**src/rtl/efr_pkg.sv**
```systemverilog
// Shared types and constants for the escaped frame receiver.
`timescale 1ns / 1ps
package efr_pkg;

    localparam int MAX_FRAME_BYTES = 256;
    localparam int EFR_QDEPTH      = 4;
    localparam int QPTR_W          = $clog2(EFR_QDEPTH);
    localparam int QCNT_W          = $clog2(EFR_QDEPTH + 1);

    localparam logic [7:0]  SYM_ESC   = 8'hAA;
    localparam logic [7:0]  SYM_HDR   = 8'h55;
    localparam logic [7:0]  SYM_LIT   = 8'h01;
    localparam logic [15:0] CRC_POLY  = 16'hA001;
    localparam logic [15:0] CRC_INIT  = 16'hFFFF;

    // Event codes; the front part uses EK_GOOD for "frame end, check the CRC".
    typedef enum logic [2:0] {
        EK_DATA    = 3'd0,
        EK_GOOD    = 3'd1,
        EK_CRCERR  = 3'd2,
        EK_RESTART = 3'd3,
        EK_OVF     = 3'd4
    } t_kind;

    typedef struct packed {
        t_kind       kind;
        logic [7:0]  data;
        logic [8:0]  idx;
        logic        last;
    } t_evt;

endpackage

```
**src/rtl/efr_fifo.sv**
```systemverilog
// Small register queue of events with push/full and pop/empty sides.
`timescale 1ns / 1ps
module efr_fifo (
    input  logic          i_clk,
    input  logic          i_rst_n,
    input  logic          i_push,
    input  efr_pkg::t_evt i_data,
    output logic          o_full,
    input  logic          i_pop,
    output efr_pkg::t_evt o_data,
    output logic          o_empty
);
    import efr_pkg::*;

    t_evt              r_mem [EFR_QDEPTH];
    logic [QPTR_W-1:0] r_wr, r_rd;
    logic [QCNT_W-1:0] r_cnt;
    logic              w_push, w_pop;

    assign o_full  = (r_cnt == QCNT_W'(EFR_QDEPTH));
    assign o_empty = (r_cnt == '0);
    assign o_data  = r_mem[r_rd];
    assign w_push  = i_push && !o_full;
    assign w_pop   = i_pop && !o_empty;

    always_ff @(posedge i_clk) begin
        if (w_push) begin
            r_mem[r_wr] <= i_data;
        end
    end

    always_ff @(posedge i_clk) begin
        if (!i_rst_n) begin
            r_wr  <= '0;
            r_rd  <= '0;
            r_cnt <= '0;
        end else begin
            if (w_push) r_wr <= r_wr + 1'b1;
            if (w_pop)  r_rd <= r_rd + 1'b1;
            r_cnt <= r_cnt + QCNT_W'(w_push) - QCNT_W'(w_pop);
        end
    end

    assert property (@(posedge i_clk) disable iff (!i_rst_n)
        o_full |=> !(r_cnt == '0))
        else $error("queue drained from full without pops");
    assert property (@(posedge i_clk) disable iff (!i_rst_n)
        (w_push && !w_pop) |=> (r_cnt == $past(r_cnt) + 1'b1))
        else $error("queue count missed a push");
    assert property (@(posedge i_clk) disable iff (!i_rst_n)
        r_cnt <= QCNT_W'(EFR_QDEPTH))
        else $error("queue count beyond depth");

endmodule

```
**src/rtl/efr_front.sv**
```systemverilog
// Front part: header hunt, unescape, byte counting and event classification.
`timescale 1ns / 1ps
module efr_front (
    input  logic          i_clk,
    input  logic          i_rst_n,
    input  logic          i_push,
    input  logic [7:0]    i_rx_byte,
    output logic          o_full,
    output logic          o_op_push,
    output efr_pkg::t_evt o_op,
    input  logic          i_op_full
);
    import efr_pkg::*;

    typedef enum logic [1:0] {
        H_WAIT_AA,
        H_WAIT_55,
        H_FRAME
    } t_hunt;

    typedef struct packed {
        t_hunt      hunt;
        logic       pend;
        logic [8:0] cnt;
        logic [7:0] len;
    } t_fst;

    typedef struct packed {
        t_fst       st;
        t_evt       e0;
        t_evt       e1;
        logic       two;
        logic [1:0] r;
    } t_dres;

    function automatic t_fst f_clear(t_fst s);
        t_fst o;
        o      = s;
        o.pend = 1'b0;
        o.cnt  = '0;
        o.len  = '0;
        return o;
    endfunction

    function automatic t_fst f_hunt(t_fst s, logic [7:0] b);
        t_fst o;
        o = s;
        if (s.hunt == H_WAIT_55) begin
            if (b == SYM_HDR) begin
                o      = f_clear(s);
                o.hunt = H_FRAME;
            end else if (b != SYM_ESC) begin
                o.hunt = H_WAIT_AA;
            end
        end else begin
            o.hunt = (b == SYM_ESC) ? H_WAIT_55 : H_WAIT_AA;
        end
        return o;
    endfunction

    // Decode one byte: r is 0 to go on, 1 on frame end, 2 on overflow.
    function automatic t_dres f_decode(t_fst s, logic [7:0] v);
        t_dres      d;
        logic [9:0] c1;
        d     = '0;
        d.st  = s;
        c1    = {1'b0, s.cnt} + 10'd1;
        if ({1'b0, s.cnt} >= 10'(MAX_FRAME_BYTES)) begin
            d.e0      = '{kind: EK_OVF, data: 8'h00, idx: s.cnt, last: 1'b0};
            d.st      = f_clear(s);
            d.st.hunt = H_WAIT_AA;
            d.r       = 2'd2;
        end else begin
            d.e0 = '{kind: EK_DATA, data: v, idx: s.cnt, last: 1'b0};
            if (s.cnt == '0) d.st.len = v;
            d.st.cnt = c1[8:0];
            if (c1 >= 10'd3 && c1 == ({2'b00, d.st.len} + 10'd3)) begin
                d.e1      = '{kind: EK_GOOD, data: 8'h00, idx: c1[8:0], last: 1'b0};
                d.two     = 1'b1;
                d.st      = f_clear(d.st);
                d.st.hunt = H_WAIT_AA;
                d.r       = 2'd1;
            end
        end
        return d;
    endfunction

    t_fst       r_st, n_st;
    t_evt       r_ops [3];
    t_evt       n_ops [3];
    logic [1:0] r_left, n_left;
    logic [1:0] r_ptr;
    logic       w_accept, w_drain;

    always_comb begin
        t_fst       s;
        t_dres      d;
        logic       do_b;
        logic [1:0] n;
        s     = r_st;
        d     = '0;
        do_b  = 1'b1;
        n     = '0;
        n_ops = '{default: '0};
        if (r_st.hunt == H_FRAME) begin
            if (s.pend) begin
                s.pend = 1'b0;
                if (i_rx_byte == SYM_LIT) begin
                    d = f_decode(s, SYM_ESC);
                    s = d.st;
                    n_ops[n] = d.e0;
                    n = n + 2'd1;
                    if (d.two) begin
                        n_ops[n] = d.e1;
                        n = n + 2'd1;
                    end
                    do_b = 1'b0;
                end else if (i_rx_byte == SYM_HDR) begin
                    n_ops[n] = '{kind: EK_RESTART, data: 8'h00, idx: s.cnt, last: 1'b0};
                    n = n + 2'd1;
                    s = f_clear(s);
                    do_b = 1'b0;
                end else begin
                    d = f_decode(s, SYM_ESC);
                    s = d.st;
                    n_ops[n] = d.e0;
                    n = n + 2'd1;
                    if (d.two) begin
                        n_ops[n] = d.e1;
                        n = n + 2'd1;
                    end
                    if (d.r == 2'd2) begin
                        do_b = 1'b0;
                    end else if (d.r == 2'd1) begin
                        s = f_hunt(s, i_rx_byte);
                        do_b = 1'b0;
                    end
                end
            end
            if (do_b) begin
                if (i_rx_byte == SYM_ESC) begin
                    s.pend = 1'b1;
                end else begin
                    d = f_decode(s, i_rx_byte);
                    s = d.st;
                    n_ops[n] = d.e0;
                    n = n + 2'd1;
                    if (d.two) begin
                        n_ops[n] = d.e1;
                        n = n + 2'd1;
                    end
                end
            end
        end else begin
            s = f_hunt(s, i_rx_byte);
        end
        if (n != 2'd0) n_ops[n - 2'd1].last = 1'b1;
        n_st   = s;
        n_left = n;
    end

    assign o_full    = (r_left > 2'd1) || (r_left == 2'd1 && i_op_full);
    assign w_accept  = i_push && !o_full;
    assign w_drain   = (r_left != 2'd0) && !i_op_full;
    assign o_op_push = (r_left != 2'd0);
    assign o_op      = r_ops[r_ptr];

    always_ff @(posedge i_clk) begin
        if (!i_rst_n) begin
            r_st   <= '{hunt: H_WAIT_AA, pend: 1'b0, cnt: '0, len: '0};
            r_left <= '0;
            r_ptr  <= '0;
        end else if (w_accept) begin
            r_st   <= n_st;
            r_ops  <= n_ops;
            r_left <= n_left;
            r_ptr  <= '0;
        end else if (w_drain) begin
            r_left <= r_left - 2'd1;
            r_ptr  <= r_ptr + 2'd1;
        end
    end

    assert property (@(posedge i_clk) disable iff (!i_rst_n)
        r_left != 2'd0 || r_ptr <= 2'd3)
        else $error("op pointer out of range");
    assert property (@(posedge i_clk) disable iff (!i_rst_n)
        (r_left != 2'd0) |-> ({1'b0, r_ptr} + {1'b0, r_left} <= 3'd3))
        else $error("op list overrun");
    assert property (@(posedge i_clk) disable iff (!i_rst_n)
        (r_left == 2'd1 && o_op_push) |-> o_op.last)
        else $error("final op of a byte lacks last flag");

endmodule

```
**src/rtl/efr_back.sv**
```systemverilog
// Back part: CRC-16 accumulation and frame status resolution.
`timescale 1ns / 1ps
module efr_back (
    input  logic          i_clk,
    input  logic          i_rst_n,
    input  efr_pkg::t_evt i_op,
    input  logic          i_op_empty,
    output logic          o_op_pop,
    output logic          o_res_push,
    output efr_pkg::t_evt o_res,
    input  logic          i_res_full
);
    import efr_pkg::*;

    function automatic logic [15:0] f_crc_feed(logic [15:0] c, logic [7:0] v);
        logic [15:0] x;
        x = c ^ {8'h00, v};
        for (int i = 0; i < 8; i++) begin
            x = x[0] ? ((x >> 1) ^ CRC_POLY) : (x >> 1);
        end
        return x;
    endfunction

    logic [15:0] r_crc, n_crc;
    logic [15:0] r_held, n_held;
    logic        w_go;

    assign w_go       = !i_op_empty && !i_res_full;
    assign o_op_pop   = w_go;
    assign o_res_push = w_go;

    always_comb begin
        o_res  = i_op;
        n_crc  = r_crc;
        n_held = r_held;
        case (i_op.kind)
            EK_DATA: begin
                if (i_op.idx >= 9'd2) n_crc = f_crc_feed(r_crc, r_held[15:8]);
                n_held = {r_held[7:0], i_op.data};
            end
            EK_GOOD: begin
                // The received CRC arrives low byte first.
                o_res.kind = ({r_held[7:0], r_held[15:8]} == r_crc) ? EK_GOOD : EK_CRCERR;
                n_crc  = CRC_INIT;
                n_held = '0;
            end
            default: begin
                n_crc  = CRC_INIT;
                n_held = '0;
            end
        endcase
    end

    always_ff @(posedge i_clk) begin
        if (!i_rst_n) begin
            r_crc  <= CRC_INIT;
            r_held <= '0;
        end else if (w_go) begin
            r_crc  <= n_crc;
            r_held <= n_held;
        end
    end

    assert property (@(posedge i_clk) disable iff (!i_rst_n)
        (w_go && i_op.kind != EK_DATA) |=> (r_crc == CRC_INIT && r_held == '0))
        else $error("CRC state not cleared after frame event");
    assert property (@(posedge i_clk) disable iff (!i_rst_n)
        (w_go && i_op.kind == EK_DATA && i_op.idx < 9'd2) |=> (r_crc == CRC_INIT))
        else $error("CRC advanced on header bytes of frame");
    assert property (@(posedge i_clk) disable iff (!i_rst_n)
        !w_go |=> ($stable(r_crc) && $stable(r_held)))
        else $error("CRC state moved without an op");

endmodule

```
**src/rtl/escaped_frame_receiver_crc16_core.sv**
```systemverilog
// Top level of the escaped frame receiver with CRC-16 check.
//
//  channel  | direction | handshake             | payload
//  ---------+-----------+-----------------------+-------------------------------------
//  rx byte  | in        | i_push / o_full       | i_rx_byte[7:0]
//  event    | out       | o_empty / i_pop       | o_event_kind, o_data_byte,
//           |           |                       | o_byte_index, o_last_of_run
//
// A byte is taken when o_full is low; the front part then hands its events (zero to three)
// to the op queue at one per cycle while the op queue has room, and holds off the next byte
// until its last event is going out. The back part also resolves one op per cycle while ops
// wait and the result queue has room, so events, not CRC work, set the rate.
// Synchronous active-low reset clears hunt state, counters and both queues.
// Either side may stall on its own: the op queue and the result queue absorb it.
`timescale 1ns / 1ps
module escaped_frame_receiver_crc16_core (
    input  logic       i_clk,
    input  logic       i_rst_n,
    input  logic       i_push,
    input  logic [7:0] i_rx_byte,
    output logic       o_full,
    output logic       o_empty,
    input  logic       i_pop,
    output logic [2:0] o_event_kind,
    output logic [7:0] o_data_byte,
    output logic [8:0] o_byte_index,
    output logic       o_last_of_run
);
    import efr_pkg::*;

    // front -> op queue
    t_evt w_fop;
    logic w_fop_push, w_opq_full;
    // op queue -> back
    t_evt w_bop;
    logic w_opq_empty, w_bop_pop;
    // back -> result queue
    t_evt w_res;
    logic w_res_push, w_resq_full;
    // result queue -> ports
    t_evt w_out;

    // Hunt for the header, unescape and classify each received byte.
    efr_front u_front (
        .i_clk     (i_clk),
        .i_rst_n   (i_rst_n),
        .i_push    (i_push),
        .i_rx_byte (i_rx_byte),
        .o_full    (o_full),
        .o_op_push (w_fop_push),
        .o_op      (w_fop),
        .i_op_full (w_opq_full)
    );

    // Decouple classification from CRC work.
    efr_fifo u_opq (
        .i_clk   (i_clk),
        .i_rst_n (i_rst_n),
        .i_push  (w_fop_push),
        .i_data  (w_fop),
        .o_full  (w_opq_full),
        .i_pop   (w_bop_pop),
        .o_data  (w_bop),
        .o_empty (w_opq_empty)
    );

    // Run the CRC and turn frame ends into good or error status.
    efr_back u_back (
        .i_clk      (i_clk),
        .i_rst_n    (i_rst_n),
        .i_op       (w_bop),
        .i_op_empty (w_opq_empty),
        .o_op_pop   (w_bop_pop),
        .o_res_push (w_res_push),
        .o_res      (w_res),
        .i_res_full (w_resq_full)
    );

    // Hold finished results until the consumer pops them.
    efr_fifo u_resq (
        .i_clk   (i_clk),
        .i_rst_n (i_rst_n),
        .i_push  (w_res_push),
        .i_data  (w_res),
        .o_full  (w_resq_full),
        .i_pop   (i_pop),
        .o_data  (w_out),
        .o_empty (o_empty)
    );

    assign o_event_kind  = w_out.kind;
    assign o_data_byte   = w_out.data;
    assign o_byte_index  = w_out.idx;
    assign o_last_of_run = w_out.last;

    assert property (@(posedge i_clk) disable iff (!i_rst_n)
        !o_empty |-> (o_event_kind <= 3'd4))
        else $error("unknown event kind on output");
    assert property (@(posedge i_clk) disable iff (!i_rst_n)
        (!o_empty && o_event_kind != EK_DATA) |-> (o_data_byte == 8'h00 && o_last_of_run))
        else $error("status transaction with data or without last flag");
    assert property (@(posedge i_clk) disable iff (!i_rst_n)
        (!o_empty && (o_event_kind == EK_GOOD || o_event_kind == EK_CRCERR))
            |-> (o_byte_index >= 9'd3))
        else $error("frame status with too short a frame");

endmodule

```
**config.mk**
```make
export PLATFORM = sky130hd
export DESIGN_NAME = escaped_frame_receiver_crc16_core
export DESIGN_NICKNAME = d
export VERILOG_FILES = /design/src/rtl/efr_pkg.sv /design/src/rtl/efr_fifo.sv /design/src/rtl/efr_front.sv /design/src/rtl/efr_back.sv /design/src/rtl/escaped_frame_receiver_crc16_core.sv
export SDC_FILE = /design/constraint.sdc
export NUM_CORES = 1
export LEC_CHECK = 0
export ABC_AREA = 1
export BUFFER_PORTS_ARGS = -buffer_cell sky130_fd_sc_hd__buf_2
export CORE_AREA = 2 2 203 205
export CTS_CLUSTER_DIAMETER = 30
export CTS_CLUSTER_SIZE = 12
export DETAILED_ROUTE_END_ITERATION = 10
export DIE_AREA = 0 0 205 207
export SYNTH_ARGS = -nofsm -noshare
export SYNTH_HDL_FRONTEND = slang
export SYNTH_SLANG_ARGS = --single-unit
```
**constraint.sdc**
```tcl
create_clock -name i_clk -period 5.8 [get_ports i_clk]
set_input_delay 1.16 -clock i_clk [delete_from_list [all_inputs] [get_ports i_clk]]
set_output_delay 1.16 -clock i_clk [all_outputs]
set_load 0.05 [all_outputs]
```
; Word-level counts from Yosys, hierarchy flattened
; Memory sizes are Yosys's and may differ from the RTL's. A register that Yosys moved wholly into a read port is not among the register bits.
; Index checks and enable logic that the tools add are counted.
[word_totals]
ff_bits = 133
latchBits = 0
ram_bits = 168
romBits = 0
out_inout_bits = 23
mem_count = 2
[classes]
n_addsub = 18
n_mul = 0
n_div = 0
magnitude_cmp = 13
n_eq_ne = 19
shifts = 0
mux = 130
n_bitwise = 14
n_reduce_logical = 34
[memory_table]
columns = name, depth, width, rd, rd_clocked_by_memory_dff, wr, line
row1 = u_opq.r_mem, 4, 21, 1, 1, 1, efr_fifo.sv:15  ; t_evt r_mem [EFR_QDEPTH];
row2 = u_resq.r_mem, 4, 21, 1, 1, 1, efr_fifo.sv:15
[ops]
columns = cell, count
row1 = $mux W41, 10
row2 = $mux W22, 16
row3 = $mux W63, 5
row4 = $mux W20, 11
row5 = $bwmux W63, 3
row6 = $mux W16, 11
row7 = $mux W21, 8
row8 = $demux W21 S2, 3
row9 = $mux W42, 3
row10 = $mux W8, 14
row11 = $mux W2, 28
row12 = $bmux W21 S2, 1
row13 = $mux W18, 2
row14 = $not A2 Y3, 12
row15 = $eq A10 B10 Y1, 3
row16 = $add A8 B2 Y9 const B, 3
row17 = $add A9 B1 Y10 const B, 2
row18 = $ge A10 B2 Y1 const B, 2
row19 = $ge A9 B9 Y1 const B, 2
row20 = $logic_not A9 Y1, 2
row21 = $mux W17, 1
row22 = $eq A16 B16 Y1, 1
row23 = $xor A16 B8 Y16, 1
row24 = $add A2 B1 Y2 const B, 7
row25 = 28 further kinds, 77

; Longest topological paths before layout
[logic_depth]
ltp_word = 50
depth_mapped = 48
depth_no_buf = 46

; By module
; A second synthesis with hierarchy kept.
[hier_totals]
hier_cells = 1831
area_unflattened_um2 = 15991.6
[modules_own_cells]
columns = mod, instances, cells_each, area_per_inst_um2, seq_area_each_um2
row1 = efr_fifo, 2, 272, 3654.8, 2702.6
row2 = efr_front, 1, 1010, 6717.7, 2312.2
row3 = efr_back, 1, 277, 1964.4, 640.6

; Worst setup path before layout
; OpenSTA, ideal clock, no wires.
[synth_timing]
path_type = reg2reg
from = register u_front.r_st[8] (netlist bit)
to = register u_front.r_ops[46] (netlist bit) (data pin)
setup_time_ns = 0.259
arrival_time_ns = 4.830
required_ns = 5.541
setup_slack_ns = 0.711
stages_incl_launch_ff = 43
path_buffers = 3
synth_period_minus_slack_ns = 5.089
path_cell_list = dfxtp_1 > inv_2 > ha_1 > nand2_2 > nor2_2 > nand2_4 > buf_6 > nand2_1 > ha_1 > inv_1 > nand3_1 > nor2_4 > nand2_1 > nand2_1 > nand2_1 > nand2_1 > nand2_1 > nor2_2 > [... 7 more ...] > nand2_1 > nor2_4 > nand2_2 > buf_6 > nand2_2 > nand2_2 > ha_1 > xor2_1 > nand2_1 > nor2_1 > nand3_1 > nor2_1 > nand3_2 > nor2_8 > nand4_4 > buf_6 > a21oi_1 > a21oi_1
[synth_between]
elab_chain_cells = 45
word_cells_on_any_way = 114
cone_classes = add/sub: 8 / order compare: 8 / eq/ne: 5 / mux: 82 / bitwise: 3 / reduce/logical: 8
[synth_rtl]
columns = item, line
row1 = start: declaration, efr_front.sv:88  ; t_fst r_st, n_st;
row2 = start signal: assignment, efr_front.sv:170  ; r_st <= '{hunt: H_WAIT_AA, pend: 1'b0, cnt: '0, len: '0};
row3 = start signal: assignment, efr_front.sv:174  ; r_st <= n_st;
row4 = $logic_not A9 Y1, efr_front.sv:75  ; if (s.cnt == '0) d.st.len = v;
row5 = $mux W8, efr_front.sv:75
row6 = $mux W8, efr_front.sv:68  ; if ({1'b0, s.cnt} >= 10'(MAX_FRAME_BYTES)) begin
row7 = $mux W8, efr_front.sv:118  ; end else if (i_rx_byte == SYM_HDR) begin
row8 = $mux W8, efr_front.sv:108  ; if (i_rx_byte == SYM_LIT) begin
row9 = $mux W8, efr_front.sv:106  ; if (s.pend) begin
row10 = $mux W8, efr_front.sv:105  ; if (r_st.hunt == H_FRAME) begin
row11 = $add A8 B2 Y9, efr_front.sv:77  ; if (c1 >= 10'd3 && c1 == ({2'b00, d.st.len} + 10'd3)) begin
row12 = [... 29 more ...], -
row13 = $mux W2, efr_front.sv:141  ; if (i_rx_byte == SYM_ESC) begin
row14 = $mux W2, efr_front.sv:140  ; if (do_b) begin
row15 = $mux W2, efr_front.sv:105
row16 = $sub A2 B1 Y2, efr_front.sv:157  ; if (n != 2'd0) n_ops[n - 2'd1].last = 1'b1;
row17 = $not A2 Y3 (not written as such), efr_front.sv:157
row18 = $demux W21 S2, efr_front.sv:157
row19 = $bwmux W63, efr_front.sv:157
row20 = $mux W63 (*), efr_front.sv:157
row21 = end signal: assignment, efr_front.sv:175  ; r_ops <= n_ops;
row22 = end: declaration, efr_front.sv:89  ; t_evt r_ops [3];
; Every way passes the cells marked *; elsewhere a longest branch is shown, timed or not. The select of a mux whose other input is x is not followed.
; A chain may end at the register's enable or synchronous reset.

; Worst setup path after layout
[layout_timing]
from = register u_front.r_st[8] (netlist bit)
to = register u_front.r_ops[34] (netlist bit) (data pin)
; Same word-level chain as after synthesis.

==> metrics.log <==
[metrics] clock network fraction of design power: between 30% and 40%
[metrics] number of failing setup endpoints in the final timing report: 0
[metrics] # nets final: 1,848
[metrics] synthesized flop and latch total: just over 300
[metrics] Clk Tree Root Cell: sky130_fd_sc_hd__clkbuf_16
[metrics] share of total power consumed by net switching: between 30% and 40%
[metrics] detailed placer's ending HPWL: between 20,000 and 30,000 microns
[metrics] Chip Width: approximately 210 microns
[metrics] Synth warnings: 0
[metrics] Antenna Violating Nets Remaining: 0
[metrics] global-route wire length before repair: 63,620 microns
[metrics] total detailed-routing wirelength: around 41,000 microns
[metrics] grt ovf: 0
[metrics] number of core rows: 74
[metrics] final-layout setup total negative slack: 0 ps
[metrics] critical path fanouts, max: 9
[metrics] routed length per instance: around 17 microns
[metrics] switching power summed over all nets: slightly above 3 mW
[metrics] placer congestion estimate: roughly 0.95
[metrics] highest clock rate: between 150 and 200 MHz
[metrics] initial detailed-routing violation count: between 900 and 1,000
[metrics] leakage power figure: 7.243 nW
[metrics] Maximum Capacitance Violations: 0
[metrics] fraction of layout instances using a drive strength above 1: about 17%
[metrics] count of flip-flops with a built-in enable after synthesis: 229
[metrics] maximum vdd ir drop: roughly 220 uV
[metrics] synthesized area divided by synthesized cell count: roughly 8.9 sq um
[metrics] DRC: 0
[metrics] Die Span Y: a little over 200 microns
[metrics] cell at the slowest stage of the critical path: sky130_fd_sc_hd__dfxtp_2
[metrics] clock tree from TritonCTS: yes
[metrics] combinational power share: between 20% and 30%
[metrics] design internal power: approximately 5.8 mW
[metrics] RSZ-0062 raised after global routing: no
[metrics] Crit path buffers/inverters: 5
[metrics] CTS Buffer Depth: 3
[metrics] arrival time reported for the critical path endpoint: 5650 ps
[metrics] Area Growth Syn to Fin: 19.89%
[metrics] Vias: about 12,000
[metrics] via count of the first global-routing pass: between 10,000 and 15,000
[metrics] Required @ worst endpoint: about 6100 ps
[metrics] hold slack: around 470 ps
[metrics] final hold violation count: 0
[metrics] Num Clock Sinks: 303
[metrics] sequential-to-total area share from yosys stat: 53.86%
[metrics] dominant register cell in the synthesized netlist: sky130_fd_sc_hd__edfxtp_1
[metrics] number of different library cells in the post-synthesis netlist: 53
[metrics] Final min period: between 5000 and 6000 ps
[metrics] summed instance area of the synthesized netlist: 15,520 sq um
[metrics] ys async rst share: 0%
[metrics] worst r2r src: u_front.r_st[8]$_SDFFE_PN0P_
[metrics] CP Class: flip-flop to flip-flop
[metrics] worst hold path class: flip-flop to flip-flop
[metrics] area of the core: between 40,000 and 50,000 sq um
[metrics] number of detailed-routing iterations run before antenna repair: 5
[metrics] pin count of the biggest net entering global routing: between 60 and 70
[metrics] number of cells produced by synthesis: between 1,500 and 2,000
[metrics] sort of element at the start of the critical path: flip-flop
[metrics] count of inserted antenna diode cells: 0
[metrics] run status: finished clean
[metrics] Largest stage delay, worst path: 400 ps
[metrics] I/O Buffers: 34
[metrics] total routing usage reported by global routing: 18.94%
[metrics] clock latency of the later-clocked register in the worst-skew pair: ~600 ps
[metrics] initial antenna violation count: 0
[metrics] Pwr Density: roughly 480 nW/um^2
[metrics] DIE AREA: 42,440 sq um
[metrics] Syn Nets: ~1,800
[metrics] type of element capturing the critical path: flip-flop
[metrics] initial core utilization: between 30% and 40%
[metrics] max_slew headroom: a little over a fifth
[metrics] sequential share of power: 34.4%
[metrics] hold path startpoint: u_resq.r_rd[1]$_SDFFE_PN0P_
[metrics] via count normalized by instance count: approximately 5.2
[metrics] leading cell types in the layout, fill and taps excluded: sky130_fd_sc_hd__nand2_1, sky130_fd_sc_hd__edfxtp_1, sky130_fd_sc_hd__nor2_1, sky130_fd_sc_hd__o21ai_0, sky130_fd_sc_hd__inv_1
[metrics] Most common cell on crit path: sky130_fd_sc_hd__nand2_1
[metrics] most frequent standard cell in the layout excluding fill and tap cells: sky130_fd_sc_hd__nand2_1
[metrics] io pins: 35
[metrics] Slew Limit Fails: 0
[metrics] number of CTS-inserted buffers: 61
[metrics] CTS clock-pin slew for the worst setup and hold paths: around 50 ps
[metrics] final setup skew: between 20 and 25 ps
[metrics] family with the most delay on the worst path: simple AND/OR/NAND/NOR gates
[metrics] # H-tree levels: 2
[metrics] part of the cycle the worst path needs: 91.70%
[metrics] worst-margin pin slew: roughly 1200 ps
[metrics] beginning of the critical path: u_front.r_st[8]$_SDFFE_PN0P_
[worst paths after layout]
kind                                      to  slack [ps]  depth (start not counted)
max          u_front.r_ops[34]$_SDFFCE_PP0P_         480                         40
min                                flip-flop         470                          2
max reg2reg  u_front.r_ops[34]$_SDFFCE_PP0P_         480                         40
min reg2reg                        flip-flop         470                          2
[worst register-to-register path: cells and delay by family (launching register included)]
family | cells | cell delay, ps
simple gates | 29 | 3080
fa+ha+maj | 4 | 890
buf+inv | 5 | 490
flops | 1 | 400
xor+xnor | 1 | 140
compound gates | 1 | 80
[cell usage after synthesis, types with 11 or more instances]
master | number | share of area [%]
sky130_fd_sc_hd__nor2_1 | 196 | 4.7
sky130_fd_sc_hd__nor2_2 | 17 | 0.69
sky130_fd_sc_hd__inv_1 | 132 | 3.2
sky130_fd_sc_hd__inv_2 | 19 | 0.46
sky130_fd_sc_hd__ha_1 | 31 | 2.5
sky130_fd_sc_hd__o22ai_1 | 44 | 1.8
sky130_fd_sc_hd__clkbuf_1 | 67 | 1.6
sky130_fd_sc_hd__o21ai_1 | 11 | 0.35
sky130_fd_sc_hd__a21oi_1 | 116 | 3.7
sky130_fd_sc_hd__o211ai_1 | 16 | 0.77
sky130_fd_sc_hd__xor2_1 | 17 | 0.96
sky130_fd_sc_hd__nand2_2 | 21 | 0.85
sky130_fd_sc_hd__nand4_1 | 13 | 0.52
sky130_fd_sc_hd__xnor2_1 | 12 | 0.68
sky130_fd_sc_hd__dfxtp_1 | 74 | 9.5
sky130_fd_sc_hd__nand2_1 | 341 | 8.2
sky130_fd_sc_hd__o21ai_0 | 176 | 5.7
sky130_fd_sc_hd__nand3_2 | 12 | 0.77
sky130_fd_sc_hd__edfxtp_1 | 229 | 44
sky130_fd_sc_hd__nand3_1 | 102 | 3.3
[sequential cells by signal (all words and copies together), names as in the netlist, named ones only]
register	count
u_opq.r_mem	84
u_front.r_left	2
u_opq.r_wr	2
u_back.r_crc	16
u_front.r_st	20
u_resq.r_mem	84
u_resq.r_rd	2
u_resq.r_cnt	3
u_front.r_ptr	2
u_opq.r_rd	2
u_front.r_ops	61
u_resq.r_wr	2
u_back.r_held	16
u_opq.r_cnt	3
[metrics by stage]
| step | power, mW | instance area [sq um] | worst slack (ps) | util, % | cells |
|---|---|---|---|---|---|
| after detailed placement | 5.393 | 16310 | 215.9 | 40.41 | 2261 |
| after CTS | 8.914 | 18450 | 193.6 | 45.71 | 2377 |
| after global placement | 5.347 | 16310 | 342.7 | 40.41 | 2261 |
| after floorplan | 4.780 | 15520 | 710.6 | - | 1736 |
| after global routing | 9.290 | 18610 | 47.94 | 46.09 | 2388 |
| final | 8.841 | 18610 | 481.7 | 46.09 | 2388 |
[power groups by stage]
stage / clock network [mW] / logic, mW / registers [mW]
2_1_floorplan: 0 / 1.75 / 3.03
3_3_place_gp: 0 / 2.27 / 3.07
3_5_place_dp: 0 / 2.31 / 3.08
4_1_cts: 3.55 / 2.33 / 3.04
5_1_grt: 3.66 / 2.56 / 3.08
6_report: 3.50 / 2.30 / 3.04
[layout make-up]
| cell class | count | area [sq um] |
|---|---|---|
| Timing Repair Buffer | 87 | 580.6 |
| Fill cell | 3818 | 21760 |
| Tap cell | 532 | 665.6 |
| Clock inverter | 41 | 446.7 |
| Sequential cell | 303 | 8361 |
| Inverter | 159 | 606.8 |
| Multi-Input combinational cell | 1191 | 6254 |
| Clock buffer | 75 | 1692 |
[cell families after synthesis]
kind of cell | count (synthesis) | share of synthesized area (%)
simple gates | 738 | 21.37
compound gates | 389 | 13.91
fa+ha+maj | 33 | 2.757
flops | 303 | 53.86
buf+inv | 244 | 6.466
xor+xnor | 29 | 1.637
[metal layers]
layer | GRT usage, % | part of all wire, % | vias up
met5 | 0 | 0 | -
met4 | 7.616 | 3.1 | 0
met3 | 2.942 | 6.1 | 81
met2 | 31.94 | 50 | 383
met1 | 24.23 | 41 | 5926
li1 | - | - | 6096
[what timing repair did]
action                                 4_1_cts  5_1_grt
setup endpoints to repair                    0       77
endpoints found under the hold margin        0        0
hold buffers                                 0        0
buffers inserted                             0        9
gates resized for setup                      0       15
No activity file was read; power rests on OpenSTA's default activity.
